File: src/design/assert_macros.svh
// ----------------------------------------------------------------------------
// assert_macros.svh
// assertion helpers clocked on clk_i and disabled in reset
// ----------------------------------------------------------------------------
`ifndef ASSERT_MACROS_SVH
`define ASSERT_MACROS_SVH
`ifndef NO_ASSERTIONS
// property holds at every clock edge out of reset
`define SLA_ASSERT(lbl, prop, msg) \
  lbl: assert property (@(posedge clk_i) disable iff (!rst_ni) (prop)) else $error(msg);
// condition never holds at a clock edge out of reset
`define SLA_NEVER(lbl, cond, msg) \
  lbl: assert property (@(posedge clk_i) disable iff (!rst_ni) !(cond)) else $error(msg);
`else
`define SLA_ASSERT(lbl, prop, msg)
`define SLA_NEVER(lbl, cond, msg)
`endif
`endif

File: src/design/sla_pkg.sv
`timescale 1ns / 1ps
// ----------------------------------------------------------------------------
// sla_pkg
// shared types and constants of the segment list allocator
// ----------------------------------------------------------------------------
package sla_pkg;

  localparam int MaxSegments = 64;
  localparam int IdxW        = $clog2(MaxSegments);
  localparam int CntW        = IdxW + 1;
  localparam int BlkW        = 16;
  localparam logic [BlkW-1:0] TotalReset = BlkW'(1024);

  // one table entry
  typedef struct packed {
    logic            used;
    logic [BlkW-1:0] start;
    logic [BlkW-1:0] size;
  } entry_t;

  localparam int EntryW = $bits(entry_t);

  typedef enum logic [1:0] {
    ST_OK       = 2'd0,
    ST_NOFIT    = 2'd1,
    ST_FULL     = 2'd2,
    ST_NOTFOUND = 2'd3
  } status_e;

  typedef enum logic {
    CMD_ALLOC   = 1'b0,
    CMD_RELEASE = 1'b1
  } command_e;

endpackage

File: src/design/segment_list_allocator_core.sv
`timescale 1ns / 1ps
// ----------------------------------------------------------------------------
// segment_list_allocator_core
// first fit / next fit segment allocator over a sorted segment table in ram
// ----------------------------------------------------------------------------
// channel   direction  handshake                 payload
// command   in         start & !busy             command, req_size, fit_mode,
//                                                release_start, release_size
// result    out        result_valid_o (1 cycle)  result_start, status, used_blocks
// config    in         apb write, pready high    total_blocks at byte 0
//
// one transaction at a time; busy stays high until its result strobes.
// the table ram has one read port with registered read data, so each visited entry
// takes a read state and then a check or write state: allocate runs the next fit
// lookup (next fit mode only), the search, the shift up, then the remainder insert
// and the mark; release runs the lookup, the neighbor reads, the merge and the shift
// down; a zero request answers at once. reset and a total_blocks write rewrite entry 0.
// the receiver cannot stall; results are never held back.
// ----------------------------------------------------------------------------
module segment_list_allocator_core (
  input  logic                          clk_i,
  input  logic                          rst_ni,
  // command channel
  input  logic                          start,
  output logic                          busy,
  input  logic                          command_i,
  input  logic [sla_pkg::BlkW-1:0]      req_size_i,
  input  logic                          fit_mode_i,
  input  logic [sla_pkg::BlkW-1:0]      release_start_i,
  input  logic [sla_pkg::BlkW-1:0]      release_size_i,
  // result channel
  output logic                          result_valid_o,
  output logic [sla_pkg::BlkW-1:0]      result_start_o,
  output logic [1:0]                    status_o,
  output logic [sla_pkg::BlkW-1:0]      used_blocks_o,
  // configuration port
  input  logic                          psel,
  input  logic                          penable,
  input  logic                          pwrite,
  input  logic [2:0]                    paddr,
  input  logic [31:0]                   pwdata,
  output logic [31:0]                   prdata,
  output logic                          pready
);

  localparam int IdxW = sla_pkg::IdxW;
  localparam int CntW = sla_pkg::CntW;
  localparam int BlkW = sla_pkg::BlkW;

  typedef enum logic [15:0] {
    S_INIT    = 16'h0001,
    S_IDLE    = 16'h0002,
    S_FIND_RD = 16'h0004,
    S_FIND_CK = 16'h0008,
    S_SRCH_RD = 16'h0010,
    S_SRCH_CK = 16'h0020,
    S_SHUP_RD = 16'h0040,
    S_SHUP_WR = 16'h0080,
    S_INS_WR  = 16'h0100,
    S_SET_WR  = 16'h0200,
    S_NB_RD   = 16'h0400,
    S_NB_CK   = 16'h0800,
    S_MRG_WR  = 16'h1000,
    S_SHDN_RD = 16'h2000,
    S_SHDN_WR = 16'h4000,
    S_FAIL    = 16'h8000
  } state_e;

  state_e state_q, state_d;

  // latched command
  logic            cmd_q, cmd_d;
  logic [BlkW-1:0] req_q, req_d;
  logic [BlkW-1:0] rstart_q, rstart_d;
  logic [BlkW-1:0] rsize_q, rsize_d;

  // allocator state
  logic [BlkW-1:0] total_q, total_d;
  logic [CntW-1:0] cnt_q, cnt_d;
  logic [BlkW-1:0] last_q, last_d;
  logic [BlkW-1:0] used_q, used_d;

  // walk state
  logic [IdxW-1:0] addr_q, addr_d;
  logic [CntW-1:0] k_q, k_d;
  logic [IdxW-1:0] idx_q, idx_d;
  logic [BlkW-1:0] cur_start_q, cur_start_d;
  logic [BlkW-1:0] cur_size_q, cur_size_d;
  logic [IdxW-1:0] lo_q, lo_d;
  logic [IdxW-1:0] hi_q, hi_d;
  logic [BlkW-1:0] mrg_q, mrg_d;
  logic            nb_next_q, nb_next_d;
  logic [1:0]      rem_q, rem_d;

  // result registers
  logic            rv_q, rv_d;
  logic [BlkW-1:0] rs_q, rs_d;
  logic [1:0]      st_q, st_d;

  // ram port
  logic            we;
  logic [IdxW-1:0] waddr;
  sla_pkg::entry_t wdata, rdata;

  logic            cfg_wr;
  logic [CntW-1:0] k_inc, idx_inc;
  logic [BlkW-1:0] key, rest;

  sla_ram #(
    .Width (sla_pkg::EntryW),
    .Depth (sla_pkg::MaxSegments)
  ) u_ram (
    .clk_i   (clk_i),
    .we_i    (we),
    .waddr_i (waddr),
    .wdata_i (wdata),
    .raddr_i (addr_q),
    .rdata_o (rdata)
  );

  // configuration port
  assign pready = 1'b1;
  assign cfg_wr = psel && penable && pwrite && (paddr[2] == 1'b0);
  assign prdata = (paddr[2] == 1'b0) ? {{(32 - BlkW){1'b0}}, total_q} : 32'd0;

  assign busy           = (state_q != S_IDLE);
  assign result_valid_o = rv_q;
  assign result_start_o = rs_q;
  assign status_o       = st_q;
  assign used_blocks_o  = used_q;

  assign k_inc   = k_q + CntW'(1);
  assign idx_inc = {1'b0, idx_q} + CntW'(1);
  assign key     = (cmd_q == sla_pkg::CMD_RELEASE) ? rstart_q : last_q;
  assign rest    = cur_size_q - req_q;

  // sequencer
  always_comb begin
    state_d     = state_q;
    cmd_d       = cmd_q;
    req_d       = req_q;
    rstart_d    = rstart_q;
    rsize_d     = rsize_q;
    total_d     = total_q;
    cnt_d       = cnt_q;
    last_d      = last_q;
    used_d      = used_q;
    addr_d      = addr_q;
    k_d         = k_q;
    idx_d       = idx_q;
    cur_start_d = cur_start_q;
    cur_size_d  = cur_size_q;
    lo_d        = lo_q;
    hi_d        = hi_q;
    mrg_d       = mrg_q;
    nb_next_d   = nb_next_q;
    rem_d       = rem_q;
    rv_d        = 1'b0;
    rs_d        = rs_q;
    st_d        = st_q;
    we          = 1'b0;
    waddr       = idx_q;
    wdata       = rdata;

    unique case (state_q)
      S_INIT: begin
        we          = 1'b1;
        waddr       = '0;
        wdata.used  = 1'b0;
        wdata.start = '0;
        wdata.size  = total_q;
        cnt_d       = CntW'(1);
        last_d      = '0;
        used_d      = '0;
        state_d     = S_IDLE;
      end
      S_IDLE: begin
        if (start) begin
          cmd_d    = command_i;
          req_d    = req_size_i;
          rstart_d = release_start_i;
          rsize_d  = release_size_i;
          addr_d   = '0;
          k_d      = '0;
          priority if (command_i == sla_pkg::CMD_RELEASE) begin
            state_d = S_FIND_RD;
          end else if (req_size_i == '0) begin
            rv_d    = 1'b1;
            rs_d    = '0;
            st_d    = sla_pkg::ST_NOFIT;
          end else if (fit_mode_i == 1'b0) begin
            state_d = S_FIND_RD;
          end else begin
            state_d = S_SRCH_RD;
          end
        end
      end
      S_FIND_RD: state_d = S_FIND_CK;
      S_FIND_CK: begin
        if (rdata.start == key) begin
          idx_d = addr_q;
          if (cmd_q == sla_pkg::CMD_ALLOC) begin
            k_d     = '0;
            state_d = S_SRCH_RD;
          end else if (rdata.size != rsize_q) begin
            st_d    = sla_pkg::ST_NOTFOUND;
            state_d = S_FAIL;
          end else if (!rdata.used) begin
            st_d    = sla_pkg::ST_OK;
            state_d = S_FAIL;
          end else begin
            used_d      = used_q - rdata.size;
            lo_d        = addr_q;
            hi_d        = addr_q;
            mrg_d       = rdata.size;
            cur_start_d = rdata.start;
            if (addr_q != '0) begin
              addr_d    = addr_q - IdxW'(1);
              nb_next_d = 1'b0;
              state_d   = S_NB_RD;
            end else if ({1'b0, addr_q} + CntW'(1) < cnt_q) begin
              addr_d    = addr_q + IdxW'(1);
              nb_next_d = 1'b1;
              state_d   = S_NB_RD;
            end else begin
              state_d   = S_MRG_WR;
            end
          end
        end else if (k_inc == cnt_q) begin
          if (cmd_q == sla_pkg::CMD_ALLOC) begin
            // stale next fit start, search from the table head
            addr_d  = '0;
            k_d     = '0;
            state_d = S_SRCH_RD;
          end else begin
            st_d    = sla_pkg::ST_NOTFOUND;
            state_d = S_FAIL;
          end
        end else begin
          k_d     = k_inc;
          addr_d  = addr_q + IdxW'(1);
          state_d = S_FIND_RD;
        end
      end
      S_SRCH_RD: state_d = S_SRCH_CK;
      S_SRCH_CK: begin
        if (!rdata.used && rdata.size >= req_q) begin
          idx_d       = addr_q;
          cur_start_d = rdata.start;
          cur_size_d  = rdata.size;
          if (rdata.size == req_q) begin
            state_d = S_SET_WR;
          end else if (cnt_q == CntW'(sla_pkg::MaxSegments)) begin
            st_d    = sla_pkg::ST_FULL;
            state_d = S_FAIL;
          end else if (cnt_q > {1'b0, addr_q} + CntW'(1)) begin
            k_d     = cnt_q;
            addr_d  = IdxW'(cnt_q - CntW'(1));
            state_d = S_SHUP_RD;
          end else begin
            state_d = S_INS_WR;
          end
        end else if (k_inc == cnt_q) begin
          st_d    = sla_pkg::ST_NOFIT;
          state_d = S_FAIL;
        end else begin
          k_d     = k_inc;
          addr_d  = ({1'b0, addr_q} + CntW'(1) == cnt_q) ? '0 : addr_q + IdxW'(1);
          state_d = S_SRCH_RD;
        end
      end
      S_SHUP_RD: state_d = S_SHUP_WR;
      S_SHUP_WR: begin
        // move entry k-1 up to k
        we    = 1'b1;
        waddr = k_q[IdxW-1:0];
        wdata = rdata;
        k_d   = k_q - CntW'(1);
        if (k_q - CntW'(1) > idx_inc) begin
          addr_d  = IdxW'(k_q - CntW'(2));
          state_d = S_SHUP_RD;
        end else begin
          state_d = S_INS_WR;
        end
      end
      S_INS_WR: begin
        // free remainder after the split
        we          = 1'b1;
        waddr       = idx_inc[IdxW-1:0];
        wdata.used  = 1'b0;
        wdata.start = cur_start_q + req_q;
        wdata.size  = rest;
        cnt_d       = cnt_q + CntW'(1);
        state_d     = S_SET_WR;
      end
      S_SET_WR: begin
        we          = 1'b1;
        waddr       = idx_q;
        wdata.used  = 1'b1;
        wdata.start = cur_start_q;
        wdata.size  = req_q;
        last_d      = cur_start_q;
        used_d      = used_q + req_q;
        rv_d        = 1'b1;
        rs_d        = cur_start_q;
        st_d        = sla_pkg::ST_OK;
        state_d     = S_IDLE;
      end
      S_NB_RD: state_d = S_NB_CK;
      S_NB_CK: begin
        if (!nb_next_q) begin
          if (!rdata.used) begin
            lo_d        = addr_q;
            mrg_d       = mrg_q + rdata.size;
            cur_start_d = rdata.start;
          end
          if (idx_inc < cnt_q) begin
            addr_d    = idx_q + IdxW'(1);
            nb_next_d = 1'b1;
            state_d   = S_NB_RD;
          end else begin
            state_d   = S_MRG_WR;
          end
        end else begin
          if (!rdata.used) begin
            hi_d  = addr_q;
            mrg_d = mrg_q + rdata.size;
          end
          state_d = S_MRG_WR;
        end
      end
      S_MRG_WR: begin
        we          = 1'b1;
        waddr       = lo_q;
        wdata.used  = 1'b0;
        wdata.start = cur_start_q;
        wdata.size  = mrg_q;
        rem_d       = 2'(hi_q - lo_q);
        k_d         = {1'b0, hi_q} + CntW'(1);
        if (hi_q != lo_q && {1'b0, hi_q} + CntW'(1) < cnt_q) begin
          addr_d  = hi_q + IdxW'(1);
          state_d = S_SHDN_RD;
        end else begin
          cnt_d   = cnt_q - CntW'(hi_q - lo_q);
          rv_d    = 1'b1;
          rs_d    = '0;
          st_d    = sla_pkg::ST_OK;
          state_d = S_IDLE;
        end
      end
      S_SHDN_RD: state_d = S_SHDN_WR;
      S_SHDN_WR: begin
        // close the gap left by merged entries
        we    = 1'b1;
        waddr = IdxW'(k_q - CntW'(rem_q));
        wdata = rdata;
        k_d   = k_inc;
        if (k_inc < cnt_q) begin
          addr_d  = addr_q + IdxW'(1);
          state_d = S_SHDN_RD;
        end else begin
          cnt_d   = cnt_q - CntW'(rem_q);
          rv_d    = 1'b1;
          rs_d    = '0;
          st_d    = sla_pkg::ST_OK;
          state_d = S_IDLE;
        end
      end
      S_FAIL: begin
        rv_d    = 1'b1;
        rs_d    = '0;
        state_d = S_IDLE;
      end
      default: state_d = S_INIT;
    endcase

    // total_blocks write restarts the table
    if (cfg_wr) begin
      total_d = pwdata[BlkW-1:0];
      state_d = S_INIT;
    end
  end

  // control registers
  always_ff @(posedge clk_i or negedge rst_ni) begin
    if (!rst_ni) begin
      state_q <= S_INIT;
      total_q <= sla_pkg::TotalReset;
      cnt_q   <= CntW'(1);
      last_q  <= '0;
      used_q  <= '0;
      rv_q    <= 1'b0;
    end else begin
      state_q <= state_d;
      total_q <= total_d;
      cnt_q   <= cnt_d;
      last_q  <= last_d;
      used_q  <= used_d;
      rv_q    <= rv_d;
    end
  end

  // payload registers
  always_ff @(posedge clk_i) begin
    cmd_q       <= cmd_d;
    req_q       <= req_d;
    rstart_q    <= rstart_d;
    rsize_q     <= rsize_d;
    addr_q      <= addr_d;
    k_q         <= k_d;
    idx_q       <= idx_d;
    cur_start_q <= cur_start_d;
    cur_size_q  <= cur_size_d;
    lo_q        <= lo_d;
    hi_q        <= hi_d;
    mrg_q       <= mrg_d;
    nb_next_q   <= nb_next_d;
    rem_q       <= rem_d;
    rs_q        <= rs_d;
    st_q        <= st_d;
  end

  // checks
`include "assert_macros.svh"
  `SLA_ASSERT(a_cnt_range, cnt_q >= CntW'(1) && cnt_q <= CntW'(sla_pkg::MaxSegments), "bad count")
  `SLA_ASSERT(a_accept_moves, (start && !busy) |=> (busy || result_valid_o), "transaction lost")
  `SLA_NEVER(a_strobe_idle, result_valid_o && busy, "result strobe while busy")
  `SLA_NEVER(a_shift_above, (state_q == S_SHUP_WR) && (k_q <= idx_inc), "shift below split")

endmodule

File: src/design/sla_ram.sv
`timescale 1ns / 1ps
// ----------------------------------------------------------------------------
// sla_ram
// generic single write, single read ram with registered read data
// ----------------------------------------------------------------------------
module sla_ram #(
  parameter int Width = 8,
  parameter int Depth = 16
) (
  input  logic                     clk_i,
  input  logic                     we_i,
  input  logic [$clog2(Depth)-1:0] waddr_i,
  input  logic [Width-1:0]         wdata_i,
  input  logic [$clog2(Depth)-1:0] raddr_i,
  output logic [Width-1:0]         rdata_o
);

  logic [Width-1:0] mem_q [Depth];

  // write port and registered read
  always_ff @(posedge clk_i) begin
    if (we_i) begin
      mem_q[waddr_i] <= wdata_i;
    end
    rdata_o <= mem_q[raddr_i];
  end

endmodule

File: config.mk
export PLATFORM = sky130hd
export DESIGN_NAME = segment_list_allocator_core
export DESIGN_NICKNAME = d
export VERILOG_FILES = /design/src/design/sla_pkg.sv /design/src/design/segment_list_allocator_core.sv /design/src/design/sla_ram.sv
export VERILOG_INCLUDE_DIRS = /design/src /design/src/design
export SDC_FILE = /design/constraint.sdc
export NUM_CORES = 2
export LEC_CHECK = 0
export ABC_AREA = 1
export BUFFER_PORTS_ARGS = -buffer_cell sky130_fd_sc_hd__buf_2
export CAP_MARGIN = 20
export CORE_MARGIN = 2
export CORE_UTILIZATION = 60
export CTS_CLUSTER_SIZE = 10
export DETAILED_ROUTE_END_ITERATION = 8
export HOLD_SLACK_MARGIN = 0.1
export PLACE_DENSITY_LB_ADDON = 0.25
export SYNTH_ARGS = -nofsm -noshare
export SYNTH_HDL_FRONTEND = slang
export SYNTH_SLANG_ARGS = --single-unit
File: constraint.sdc
create_clock -name clk_i -period 11.6 [get_ports clk_i]
set_clock_uncertainty 0.2 [all_clocks]
set_input_delay 0.58 -clock clk_i [delete_from_list [all_inputs] [get_ports clk_i]]
set_output_delay 0.58 -clock clk_i [all_outputs]
set_load 0.005 [all_outputs]
After elaboration in Yosys (flattened, before gate mapping) --
Memory sizes are Yosys's and may differ from the RTL's. A register that Yosys moved wholly into a read port is not among the register bits. Cells that the tools add are included.
Word-level totals: flip-flop bits (word level) 221, RAM bits 2112, input port bits 91, output and inout bits 69, word-level logic and storage cells 281, memories 1
Cells by class: add/subtract/negate cells 22, order comparisons 7, equal/unequal tests 58, mux-type cells 134, bitwise gates (word level) 1, reductions and logical operators 36
Memories:
- u_ram.mem_q | words 64, bits a word 33, read ports 1, clocked after memory_dff 1, wr ports 1, line sla_ram.sv:18 | logic [Width-1:0] mem_q [Depth];
Operator list (count):
- $mux 16 | 38
- $pmux 16 s14 | 1
- $mux 6 | 29
- $pmux 33 s4 | 1
- $pmux 16 s3 | 2
- $pmux 16 s5 | 1
- $mux 7 | 11
- $pmux 16 s2 | 2
- $add 16x16->16 | 3
- $pmux 6 s7 | 1
- $pmux 7 s6 | 1
- $mux 13 | 3
- $ne 3x3->1 const B | 12
- $pmux 6 s2 | 3
- $eq 16x16->1 | 2
- $ne 2x2->1 const B | 16
- $sub 16x16->16 | 2
- $mux 2 | 15
- $pmux 6 s5 | 1
- $lt 7x7->1 | 4
- $mux 14 | 2
- $pmux 7 s4 | 1
- $reduce_and 6->1 | 4
- $add 6x1->7 const B | 3
- other kinds (62) | 100

Logic depth before layout (Yosys ltp) --
word-level depth 10, depth in mapped cells 24

Hierarchy --
Synthesis repeated with hierarchy kept, for this count alone.
Second synthesis, totals: cells, all modules 9242, area total of the unflattened synthesis 102921.2 µm²
By module, submodules not included:
- sla_ram | instances 1, cells an instance 6996, area each 85713.5 µm²
- segment_list_allocator_core | instances 1, cells an instance 2246, area each 17207.8 µm²

Worst setup path after synthesis --
OpenSTA, ideal clock, no wires.
path kind register -> register, from reg state_q[5], to mem u_ram.mem_q[0][30] (netlist bit), data pin, arrival time 4.278 ns, setup slack 6.421 ns, stages on the path, launching flop included 10, buffers on the path 2, path through dfrtp_1 -> nor2_4 -> nand2_2 -> nor2_8 -> inv_2 -> nor3_4 -> clkbuf_1 -> buf_1 -> nand2_1 -> o21ai_0
On the way: cells in the longest elaborated chain, start to end 2
Ends and longest elaborated chain:
- start: declaration | line segment_list_allocator_core.sv:69 | state_e state_q, state_d;
- start signal: assignment | line segment_list_allocator_core.sv:394 | state_q <= state_d;
- $eq 16x13->1 (tied with other cells) | line segment_list_allocator_core.sv:165 | unique case (state_q)
- $pmux 33 s4 (*) | line segment_list_allocator_core.sv:165
- named net u_ram.wdata_i[30] | line sla_ram.sv:13 | input logic [Width-1:0] wdata_i,
- end: declaration | line sla_ram.sv:18
The timed path passes the listed nets; every way through them passes the cells marked *.

==> results.json <==
{
  "status": "completed",
  "fin_crit_ns": 5.76,
  "fin_crit_sh_pct": 49.7,
  "cts_max_level": 5,
  "ys_types": 70,
  "area_growth_pct": 12.6,
  "setup_viol": 0,
  "antenna_found_initial": 9,
  "gr-total-overflow": 0,
  "finalPower_uw": 25900,
  "ys_warn_count": 0,
  "hold_slack_ns": 0.156,
  "fin_setup_tns_ns": 0,
  "post_cts_resized": 0,
  "ys.flop_type": "edfxtp_1",
  "cpPeakStageDelay_ns": 0.92,
  "postSynthAreaPerCell_um2": 12.1,
  "via_per_inst": 6.62,
  "worstHoldPathType": "in2reg",
  "power.density_nw_per_um2": 232,
  "nets": 8618,
  "grt_usage_pct": 35.6,
  "wirelength_um": 306000,
  "grt_max_degree": 194,
  "cp.required_ns": 12.24,
  "hold_buffers": 68,
  "synth_top_area_share_pct": 68.3,
  "drc_errors": 0,
  "fmax_ghz": 0.174,
  "final_layout_size_suffix_gt1_share_pct": 9.62,
  "worstMarginPinSlew_ns": 1.30,
  "die_h_um": 411,
  "async_flop_share_pct": 3.04,
  "max-cap-violations": 0,
  "firstDrtPassIters": 6,
  "grt_pass1_wl_um": 436000,
  "finalWeightedCongestion": 0.957,
  "rsz0062_at_grt": "no",
  "mappedNetlistArea_um2": 99400,
  "syn_inst": 8190,
  "slew_headroom_pct": 12.7,
  "yosys.area.top_type": "edfxtp_1",
  "vias": 70700,
  "drtIter0Drc": 11200,
  "core_um2": 165000,
  "power.leakage_uw": 0.0384,
  "avgRoutedWirePerCell_um": 28.7,
  "initial_utilization_pct": 60.3,
  "first_global_vias": 65900,
  "cts_buffers": 290,
  "synthTopCellsByArea": "edfxtp_1 68%, o21ai_0 6.2%, nor2_1 5.2%, nand2_1 2.9%, o22ai_1 2.6%",
  "ys_ff_latch": 2366,
  "clk_latency_ns": 0.94,
  "post_cts_buffers": 0,
  "crit_fanout": 193,
  "crit_path_top_delay_cell": "o21ai_0",
  "yosysSeqAreaShare_pct": 70.8,
  "final_max_slew_viol_count": 0,
  "num_rows": 149,
  "cts_tree": "yes",
  "die_area_um2": 169000,
  "path_class": "reg2reg",
  "final-hold-violation-count": 0,
  "io-pin-count": 160,
  "cts.sink_count": 2366,
  "clockRootBuffer": "clkbuf_16",
  "die_w_um": 411,
  "critPathLaunchType": "flop",
  "cp-end-kind": "flop",
  "cts_buffer_depth": 4,
  "peakVddDrop_mv": 0.234,
  "path_clk_slew_ns": 0.05,
  "dp_hpwl_um": 163000,
  "arrival_ns": 6.39,
  "port_buffers": 124,
  "crit_chain": "buf_12, buf_4, buf_4, buf_4, nor2_1, nor2_1, o21ai_0, o211ai_1, a21oi_1, o21ai_0, nand2_1, o21ai_0",
  "ant_nets": 0,
  "synth-edff-count": 2261
}
## routing by layer
layer / vias up / global-route usage, % / part of all wire (%)
met3: 853 / 8.31 / 13
met4: 4 / 18.2 / 5.7
met5: - / 0 / 0.0088
met1: 34300 / 48.7 / 36
met2: 5173 / 53.8 / 45
li1: 30300 / - / -
## path summary, 6_finish.rpt
| check | start | end | slack (ns) | cells after the start |
|---|---|---|---|---|
| setup reg to reg | addr_q[0]$_DFFE_PP_ | u_ram.rdata_o[23]$_DFF_P_ | 5.84 | 12 |
| setup / recovery | addr_q[0]$_DFFE_PP_ | u_ram.rdata_o[23]$_DFF_P_ | 5.84 | 12 |
| min in group asynchronous | rst_ni | result_valid_o$_DFF_PN0_ | 0.47 | 3 |
| max in group asynchronous | rst_ni | state_q[0]$_DFFE_PN1P_ | 10.12 | 4 |
| hold / removal | penable | total_q[10]$_DFFE_PN1P_ | 0.16 | 5 |
| hold reg to reg | u_ram.rdata_o[16]$_DFF_P_ | cur_start_q[0]$_DFFE_PP_ | 0.27 | 0 |
## stage by stage
| step | std cells | worst slack (ns) | cell area, µm² | utilization, % |
|---|---|---|---|---|
| 6_report | 10700 | 5.84 | 112000 | 67.9 |
| 3_3_place_gp | 10200 | 6.38 | 103000 | 62.7 |
| 3_5_place_dp | 10200 | 6.25 | 103000 | 62.7 |
| 2_1_floorplan | 8205 | 6.42 | 99500 | - |
| 5_1_grt | 10700 | 5.75 | 112000 | 67.9 |
| 4_1_cts | 10700 | 6.26 | 112000 | 67.9 |
## registers in the layout, indices dropped and copies added, names as in the netlist, 16 cells and up
name	flops
rsize_q	16
cur_start_q	16
used_blocks_o	16
rstart_q	16
cur_size_q	16
total_q	16
u_ram.mem_q	2112
req_q	16
state_q	16
last_q	16
mrg_q	16
u_ram.rdata_o	33
result_start_o	16
## final cells by class
class,instances,area (µm²)
Fill cell,11300,52900
Inverter,323,1240
Antenna cell,8,20.0
Clock buffer,371,7780
Multi-Input combinational cell,5018,26800
Clock inverter,12,108
Timing Repair Buffer,380,2870
Tap cell,2189,2740
Sequential cell,2366,70400
## where the power goes
part	switching [µW]	leakage, µW	internal [µW]	total, µW
combinational	5080	0.0128	1230	6320
clock	3200	0.00384	4650	7850
sequential	199	0.0218	11600	11800
total	8490	0.0384	17500	25900
## logic make-up after synthesis
| family | after synthesis | synth area share [%] |
|---|---|---|
| other cells | 2 | 0.00755 |
| xor+xnor | 81 | 0.714 |
| compound gates | 2251 | 13.0 |
| mux | 1 | 0.0101 |
| buf+inv | 821 | 3.23 |
| flops | 2366 | 70.8 |
| fa+ha+maj | 148 | 1.95 |
| simple gates | 2520 | 10.3 |
## layout by cell type (no fill, tap or decap), drive strengths merged, types with 105 or more instances in the layout
cell / synthesis / final
a21oi: 212 / 212
buf: 78 / 310
clkbuf: 420 / 371
edfxtp: 2261 / 2261
ha: 136 / 136
inv: 318 / 321
nand2: 787 / 787
nand3: 201 / 201
nor2: 1378 / 1378
o211ai: 105 / 105
o21ai: 1242 / 1242
o22ai: 407 / 407
## cell usage after synthesis, drive strengths merged, types with 33 or more instances
master	instances
a21oi	212
o221ai	88
o211ai	105
nor3	48
clkbuf	420
a31oi	45
nand4	50
nand3	201
xor2	48
nand2	787
nor2	1378
o21ai	1242
edfxtp	2261
o22ai	407
buf	78
ha	136
dfxtp	33
inv	318
dfrtp	69
xnor2	33
## worst max-delay path: cells and delay by family, from the launching register on
family / cells / cell delay, ns
buf+inv: 4 / 3.01
compound gates: 5 / 1.45
flops: 1 / 0.38
simple gates: 3 / 0.35
Power figures use the tool's default switching activity.
